==> src/rtl/utf8_stream_validator_macros.svh <==
// Assertion macros shared by the validator RTL.
`ifndef UTF8_STREAM_VALIDATOR_MACROS_SVH
`define UTF8_STREAM_VALIDATOR_MACROS_SVH

`ifndef NO_ASSERTIONS

// Same-cycle implication, checked on every rising clock edge out of reset
`define UTF8SV_ASSERT_NOW(label, ante, cons) \
   label: assert property (@(posedge clock) disable iff (reset) (ante) |-> (cons)) \
      else $error("utf8 validator: same-cycle check failed");

// Next-cycle implication
`define UTF8SV_ASSERT_NEXT(label, ante, cons) \
   label: assert property (@(posedge clock) disable iff (reset) (ante) |=> (cons)) \
      else $error("utf8 validator: next-cycle check failed");

`else

`define UTF8SV_ASSERT_NOW(label, ante, cons)
`define UTF8SV_ASSERT_NEXT(label, ante, cons)

`endif

`endif

==> src/rtl/utf8sv_pkg.sv <==
`timescale 1ns / 1ps
`default_nettype none

package utf8sv_pkg;

   // Width of the saturating good-character counter (8 to 64)
   localparam int COUNT_BITS = 32;

   localparam int BYTE_W  = 8;
   localparam int CP_W    = 21;
   localparam int FIELD_W = 32;   // char_count field on the result channel

   // Byte class boundaries
   localparam logic [7:0] ASCII_MAX    = 8'h7F;
   localparam logic [7:0] BAD_LEAD_MAX = 8'hC1;
   localparam logic [7:0] LEAD2_MAX    = 8'hDF;
   localparam logic [7:0] LEAD3_MAX    = 8'hEF;
   localparam logic [7:0] LEAD4_MAX    = 8'hF4;
   localparam logic [1:0] CONT_TAG     = 2'b10;

   // Payload masks of lead bytes
   localparam logic [7:0] LEAD2_MASK = 8'h1F;
   localparam logic [7:0] LEAD3_MASK = 8'h0F;
   localparam logic [7:0] LEAD4_MASK = 8'h07;

   // Minimum-value classes of a sequence
   localparam logic [1:0] MIN_NONE = 2'd0;
   localparam logic [1:0] MIN_80   = 2'd1;
   localparam logic [1:0] MIN_800  = 2'd2;
   localparam logic [1:0] MIN_10K  = 2'd3;

   typedef struct packed {
      logic [1:0]            pending;
      logic [CP_W-1:0]       partial;
      logic [1:0]            min_class;
      logic                  error;
      logic [COUNT_BITS-1:0] count;
   } state_type;

   typedef struct packed {
      logic [CP_W-1:0]    code_point;
      logic               char_done;
      logic               error_seen;
      logic [FIELD_W-1:0] char_count;
      logic               string_end;
   } result_type;

   // Smallest legal code point for a class
   function automatic logic [CP_W-1:0] class_minimum(input logic [1:0] cls);
      logic [CP_W-1:0] m;
      unique case (cls)
         MIN_80:  m = 21'h00080;
         MIN_800: m = 21'h00800;
         MIN_10K: m = 21'h10000;
         default: m = '0;
      endcase
      return m;
   endfunction

   // Low 32 bits of the counter, zero-extended when the counter is narrower
   function automatic logic [FIELD_W-1:0] count_field(input logic [COUNT_BITS-1:0] cnt);
      logic [COUNT_BITS+FIELD_W-1:0] wide;
      wide = {{FIELD_W{1'b0}}, cnt};
      return wide[FIELD_W-1:0];
   endfunction

endpackage

`default_nettype wire

==> src/rtl/utf8sv_decode.sv <==
`timescale 1ns / 1ps
`default_nettype none

// One byte step of the decoder: current state and byte in, next state and result out.
module utf8sv_decode (
   input  utf8sv_pkg::state_type  state_cur,
   input  logic [7:0]             data_byte,
   input  logic                   last_byte,
   output utf8sv_pkg::state_type  state_nxt,
   output utf8sv_pkg::result_type result
);
   import utf8sv_pkg::*;

   state_type       st;
   logic            done;
   logic [CP_W-1:0] cp;
   logic [CP_W-1:0] shifted;

   assign shifted = {state_cur.partial[CP_W-7:0], data_byte[5:0]};

   always_comb begin
      st   = state_cur;
      done = 1'b0;
      cp   = '0;

      if (!state_cur.error) begin
         if (state_cur.pending == 2'd0) begin
            // Expecting a lead byte
            priority if (data_byte <= ASCII_MAX) begin
               done = 1'b1;
               cp   = {{(CP_W-BYTE_W){1'b0}}, data_byte};
            end else if (data_byte <= BAD_LEAD_MAX) begin
               st.error = 1'b1;
            end else if (data_byte <= LEAD2_MAX) begin
               st.pending   = 2'd1;
               st.partial   = {{(CP_W-BYTE_W){1'b0}}, data_byte & LEAD2_MASK};
               st.min_class = MIN_80;
            end else if (data_byte <= LEAD3_MAX) begin
               st.pending   = 2'd2;
               st.partial   = {{(CP_W-BYTE_W){1'b0}}, data_byte & LEAD3_MASK};
               st.min_class = MIN_800;
            end else if (data_byte <= LEAD4_MAX) begin
               st.pending   = 2'd3;
               st.partial   = {{(CP_W-BYTE_W){1'b0}}, data_byte & LEAD4_MASK};
               st.min_class = MIN_10K;
            end else begin
               st.error = 1'b1;
            end
         end else if (data_byte[7:6] != CONT_TAG) begin
            // Anything but a continuation byte breaks the sequence
            st.error = 1'b1;
         end else begin
            st.partial = shifted;
            st.pending = state_cur.pending - 2'd1;
            if (st.pending == 2'd0) begin
               // Sequence complete: overlong check
               if (shifted < class_minimum(state_cur.min_class)) begin
                  st.error = 1'b1;
               end else begin
                  done         = 1'b1;
                  cp           = shifted;
                  st.partial   = '0;
                  st.min_class = MIN_NONE;
               end
            end
         end

         // Saturating count of good characters
         if (done && (st.count != {COUNT_BITS{1'b1}})) begin
            st.count = st.count + 1'b1;
         end

         // Sequence cut off by the end of the string
         if (last_byte && (st.pending != 2'd0)) begin
            st.error = 1'b1;
         end

         if (st.error) begin
            st.pending   = 2'd0;
            st.partial   = '0;
            st.min_class = MIN_NONE;
         end
      end

      result.code_point = cp;
      result.char_done  = done;
      result.error_seen = st.error;
      result.char_count = count_field(st.count);
      result.string_end = last_byte;

      // End of string returns everything to reset
      state_nxt = last_byte ? '0 : st;
   end

endmodule

`default_nettype wire

==> src/rtl/utf8_stream_validator.sv <==
`timescale 1ns / 1ps
`default_nettype none

// Channel   Dir  Handshake              Payload
// req_*     in   req_tvalid/req_tready  tdata[7:0] data_byte, tlast last_byte
// rsp_*     out  rsp_tvalid/rsp_tready  tdata code_point, char_count; tuser flags; tlast
//
// One byte is accepted per cycle while rsp does not stall; each byte gives exactly one result transaction.
// Each byte passes an input register, then the decode step into the result register.
// The decode state loop closes through the single state register, so the rate is one byte per clock without rsp stalls.
// Stalls on rsp back up through both stages; req_tready stays high while the input stage is empty
// or its byte advances. Synchronous reset clears all decode state and both valid flags.
module utf8_stream_validator (
   input  logic        clock,
   input  logic        reset,
   input  logic        req_tvalid,
   output logic        req_tready,
   input  logic [7:0]  req_tdata,    // [7:0] data_byte
   input  logic        req_tlast,    // last_byte
   output logic        rsp_tvalid,
   input  logic        rsp_tready,
   output logic [55:0] rsp_tdata,    // [20:0] code_point, [52:21] char_count, [55:53] zero
   output logic [1:0]  rsp_tuser,    // [0] char_done, [1] error_seen
   output logic        rsp_tlast     // string_end
);
   import utf8sv_pkg::*;

   `include "utf8_stream_validator_macros.svh"

   // Input stage
   logic       in_valid_ff, in_valid_in;
   logic [7:0] in_byte_ff;
   logic       in_last_ff;

   // Result stage
   logic       out_valid_ff, out_valid_in;
   result_type out_ff;

   // Decode state
   state_type  state_ff, state_in;
   result_type step_result;

   logic advance;

   assign advance     = in_valid_ff && (!out_valid_ff || rsp_tready);
   assign req_tready  = !in_valid_ff || advance;
   assign in_valid_in = (req_tvalid && req_tready) || (in_valid_ff && !advance);
   assign out_valid_in = advance || (out_valid_ff && !rsp_tready);

   utf8sv_decode u_decode (
      .state_cur (state_ff),
      .data_byte (in_byte_ff),
      .last_byte (in_last_ff),
      .state_nxt (state_in),
      .result    (step_result)
   );

   // Control registers
   always_ff @(posedge clock) begin
      if (reset) begin
         in_valid_ff  <= 1'b0;
         out_valid_ff <= 1'b0;
         state_ff     <= '0;
      end else begin
         in_valid_ff  <= in_valid_in;
         out_valid_ff <= out_valid_in;
         if (advance) begin
            state_ff <= state_in;
         end
      end
   end

   // Payload registers
   always_ff @(posedge clock) begin
      if (req_tvalid && req_tready) begin
         in_byte_ff <= req_tdata;
         in_last_ff <= req_tlast;
      end
      if (advance) begin
         out_ff <= step_result;
      end
   end

   // Result channel packing
   assign rsp_tvalid = out_valid_ff;
   assign rsp_tdata  = {3'b000, out_ff.char_count, out_ff.code_point};
   assign rsp_tuser  = {out_ff.error_seen, out_ff.char_done};
   assign rsp_tlast  = out_ff.string_end;

   // A completed character never coexists with an error verdict
   `UTF8SV_ASSERT_NOW(a_done_no_error, out_valid_ff && out_ff.char_done, !out_ff.error_seen)
   // The last byte of a string leaves the decoder in its reset state
   `UTF8SV_ASSERT_NEXT(a_end_clears, advance && in_last_ff, state_ff == '0)
   // A byte held in the input stage is not dropped while the result side stalls
   `UTF8SV_ASSERT_NEXT(a_hold_input, in_valid_ff && !advance, in_valid_ff && $stable(in_byte_ff))

endmodule

`default_nettype wire
==> config.mk <==
export PLATFORM = sky130hd
export DESIGN_NAME = utf8_stream_validator
export DESIGN_NICKNAME = d
export VERILOG_FILES = /design/src/rtl/utf8sv_pkg.sv /design/src/rtl/utf8sv_decode.sv /design/src/rtl/utf8_stream_validator.sv
export VERILOG_INCLUDE_DIRS = /design/src /design/src/rtl
export SDC_FILE = /design/constraint.sdc
export NUM_CORES = 1
export LEC_CHECK = 0
export BUFFER_PORTS_ARGS = -buffer_cell sky130_fd_sc_hd__buf_2
export CORE_ASPECT_RATIO = 1.4
export CORE_MARGIN = 2
export CORE_UTILIZATION = 34
export CTS_CLUSTER_SIZE = 28
export DETAILED_ROUTE_END_ITERATION = 8
export SYNTH_ARGS = -nofsm -noshare
export SYNTH_HDL_FRONTEND = slang
export SYNTH_SLANG_ARGS = --single-unit
==> constraint.sdc <==
create_clock -name clock -period 6.38 [get_ports clock]
set_clock_uncertainty 0.2 [all_clocks]
set_input_delay 1.276 -clock clock [delete_from_list [all_inputs] [get_ports clock]]
set_output_delay 1.276 -clock clock [all_outputs]
set_load 0.05 [all_outputs]
==> key figures <==
Synth
  – Seq cells post-synth: 119
  – Ys Warns: 0
  – Netlist cell types: 59
  – Synth cell count leaders: edfxtp_1, nand2_1, dfxtp_1, nor2_1, a31oi_1
  – Ys async rst share: 0%
  – Sequential area share after synthesis: 52.7%
  – Post-synth EDFFs: 65
  – Synth Instances: 558
  – Post-Syn Area: 5760 sq um
  – Most numerous cell in the Yosys netlist: edfxtp_1
  – Main synth FF type: edfxtp_1
  – Synth area leaders: edfxtp_1, dfxtp_1, nand2_1
  – Synthesized area per cell: 10.3 sq um
  – Top cell type's share of synthesized area: 33.9%
  – Synth area leader: edfxtp_1

Placed design
  – Buffers on Ports: 70
  – HPWL after DPL: 9.15 mm
  – GP Congestion: 0.876

Min path
  – Hold Path Sink: state_ff[44]
  – Min-Delay Path Depth: 1
  – HP Class: flip-flop to flip-flop
  – Hold wc startpoint: state_ff[44]

Final layout
  – Layout cells sized above 1: 18.8%
  – Area Overhead vs Synth: 17.6%
  – Core Util, Final: 40.6%
  – Fillcell total: 1608
  – Final nets: 633
  – Antenna cells: 0

Die
  – Core box area: 16700 sq um
  – Cell Rows: 56
  – # IOs: 74
  – Chip Width: 114 microns
  – Die height: 158 microns
  – DIE AREA: 18000 sq um
  – Initial Util: 34.5%

Run status
  – Run status: completed

Power and ir drop
  – Pleak: 2.46 nW
  – PwrDens: 279 nW/um^2
  – Internal: 1.41 mW
  – Net switching power: 0.477 mW
  – Comb power frac: 7.5%
  – Max rail drop VDD: 0.156 mV
  – Sw Share: 25.3%
  – Clock power share: 48.0%
  – Pwr Total: 1.89 mW
  – Sequential share of power: 44.5%

Critical path
  – Crit-path cells: inv_1 -> nand2_1 -> or3_1 -> a211oi_2 -> a22o_1
  – Reg-to-reg setup timing slack: 2670 ps
  – Data required, critical path: 6530 ps
  – CP Launch Type: flip-flop
  – Critical Path AT: 3860 ps
  – RR Endpoint: state_ff[48]
  – Worst setup path category: flip-flop to flip-flop
  – FF-to-FF path depth: 5
  – Reg-to-reg startpoint: in_last_ff
  – CP Capture Type: flip-flop
  – CP peak stage delay: 750 ps
  – CP max FO: 22
  – CP max stage cell: edfxtp_1

CTS
  – CTS tree: yes
  – PostCTS Resize Cnt: 0
  – Clk slew on worst S/H paths: 60 ps
  – CTS H-tree depth: 4
  – Setup Buffers After CTS: 0
  – Clock latency on the worst-skew pair: 420 ps
  – Clock Root Buffer: clkbuf_16
  – # hold bufs at CTS: 0
  – CTS Buf Count: 17
  – Clock buffer depth: 2
  – Total clock sinks: 119

Timing
  – RSZ-0062 raised after global routing: false
  – Hold Vio Cnt, Final: 0
  – Setup violators final: 0
  – Max Transition Viols Final: 0
  – Final Cycle Share: 58.2%
  – Post-route minimum period: 3710 ps
  – Setup TNS: 0 ps
  – Least-Margin Pin Slew: 1200 ps
  – Max Fclk: 269 MHz
  – Max_slew headroom: 20.0%

Global route
  – Largest net degree at the start of global routing: 61
  – Initial antenna violation count: 0
  – Global Route Usage Sum: 16.4%
  – Vias in the first global route: 4717
  – Total gr overflow: 0
  – First-pass GRT wire length: 23.0 mm

Routing
  – Routed met2 length: 7.54 mm
  – Vias: 4673
  – Initial drt markers: 376
  – TritonRoute pass-1 iters: 5
  – M1 wire length: 5.53 mm
  – Via density: 5.62
  – WL/cell: 17.0 microns
  – Antenna viol nets, final: 0
  – WL met3: 665 microns
  – DRT Wirelength: 14.2 mm
  – Residual DRC count: 0
  – Top layer in use: met4

Job
  – Max Cap Violations: 0
## power groups by stage
| stage | combinational, mW | clock (mW) | sequential [mW] |
|---|---|---|---|
| final | 0.142 | 0.908 | 0.840 |
| after global routing | 0.152 | 0.956 | 0.843 |
| after CTS | 0.142 | 0.925 | 0.840 |
| after detailed placement | 0.142 | 0 | 0.856 |
| after global placement | 0.140 | 0 | 0.856 |
| after floorplan | 0.0617 | 0 | 0.903 |
## through the flow
stage | cell area, sq um | hold WS [ps] | setup slack [ps] | instances
3_5_place_dp | 6210 | 283 | 2420 | 799
5_1_grt | 6770 | 302 | 2450 | 831
3_3_place_gp | 6210 | 275 | 2510 | 799
2_1_floorplan | 5770 | 224 | 2070 | 560
4_1_cts | 6770 | 296 | 2720 | 831
6_report | 6770 | 298 | 2670 | 831
## worst max-delay path by stage
| stage | from | to | slack, ps |
|---|---|---|---|
| final | in_last_ff | state_ff[48] | 2670 |
| after global routing | in_last_ff | state_ff[48] | 2450 |
| after CTS | in_last_ff | state_ff[48] | 2720 |
| after detailed placement | rsp_tready | state_ff[48] | 2420 |
| after global placement | rsp_tready | state_ff[49] | 2510 |
| after floorplan | rsp_tready | state_ff[40] | 2070 |
## sequential cells by signal, summed over array words and instances, names as in the netlist
| register | cells |
|---|---|
| state_ff | 52 |
| in_last_ff | 1 |
| rsp_tvalid | 1 |
| in_valid_ff | 1 |
| in_byte_ff | 8 |
| rsp_tuser | 2 |
| rsp_tdata | 53 |
| rsp_tlast | 1 |
## critical path: cells and delay by family (launching register included)
family,cells,cell delay (ps)
buffers and inverters,1,690
and+or+nand+nor,2,1230
DFF,1,750
AOI/OAI and AO/OA,2,770
## metal layers
metal  vias to the layer above  global-route usage, %
met1                      2259                   17.5
li1                       2226                      -
met2                       157                   29.4
met5                         -                      0
met3                        31                   4.17
met4                         0                   9.00
## layout by cell type (no fill, tap or decap), drive strengths merged, types with 4 or more instances in the layout
cell,instances
o21ai,7
buf,73
nand2,56
nor2,35
a32o,6
a211o,11
and3,25
dfxtp,54
or3,5
nor3,10
or4,18
ha,5
a22o,13
inv,22
nand3,23
clkinv,4
a21oi,10
and4,9
edfxtp,65
o211ai,11
clkbuf,22
a31oi,28
and2,11
xor2,14
o311ai,8
xnor2,18
nand4,21
nand2b,6
## cells by family after synthesis
group,share of synthesized area (%)
multiplexers,0.196
flip-flops,52.7
AND/OR/NAND/NOR,21.8
other,0.0651
buffers and inverters,4.50
XOR/XNOR,4.87
adder cells (fa/ha/maj),1.09
AO/OA/AOI/OAI,14.8
## cell type report
type	count	area (sq um)	share of cell area (%)
multi-input cells	384	2470	36.5
repair buffers	73	373	5.50
clock buffers	22	464	6.85
inverters	20	77.6	1.15
clock inverters	10	97.6	1.44
flip-flops and latches	119	3030	44.8
well taps	203	254	3.75
Power figures use the tool's default switching activity.
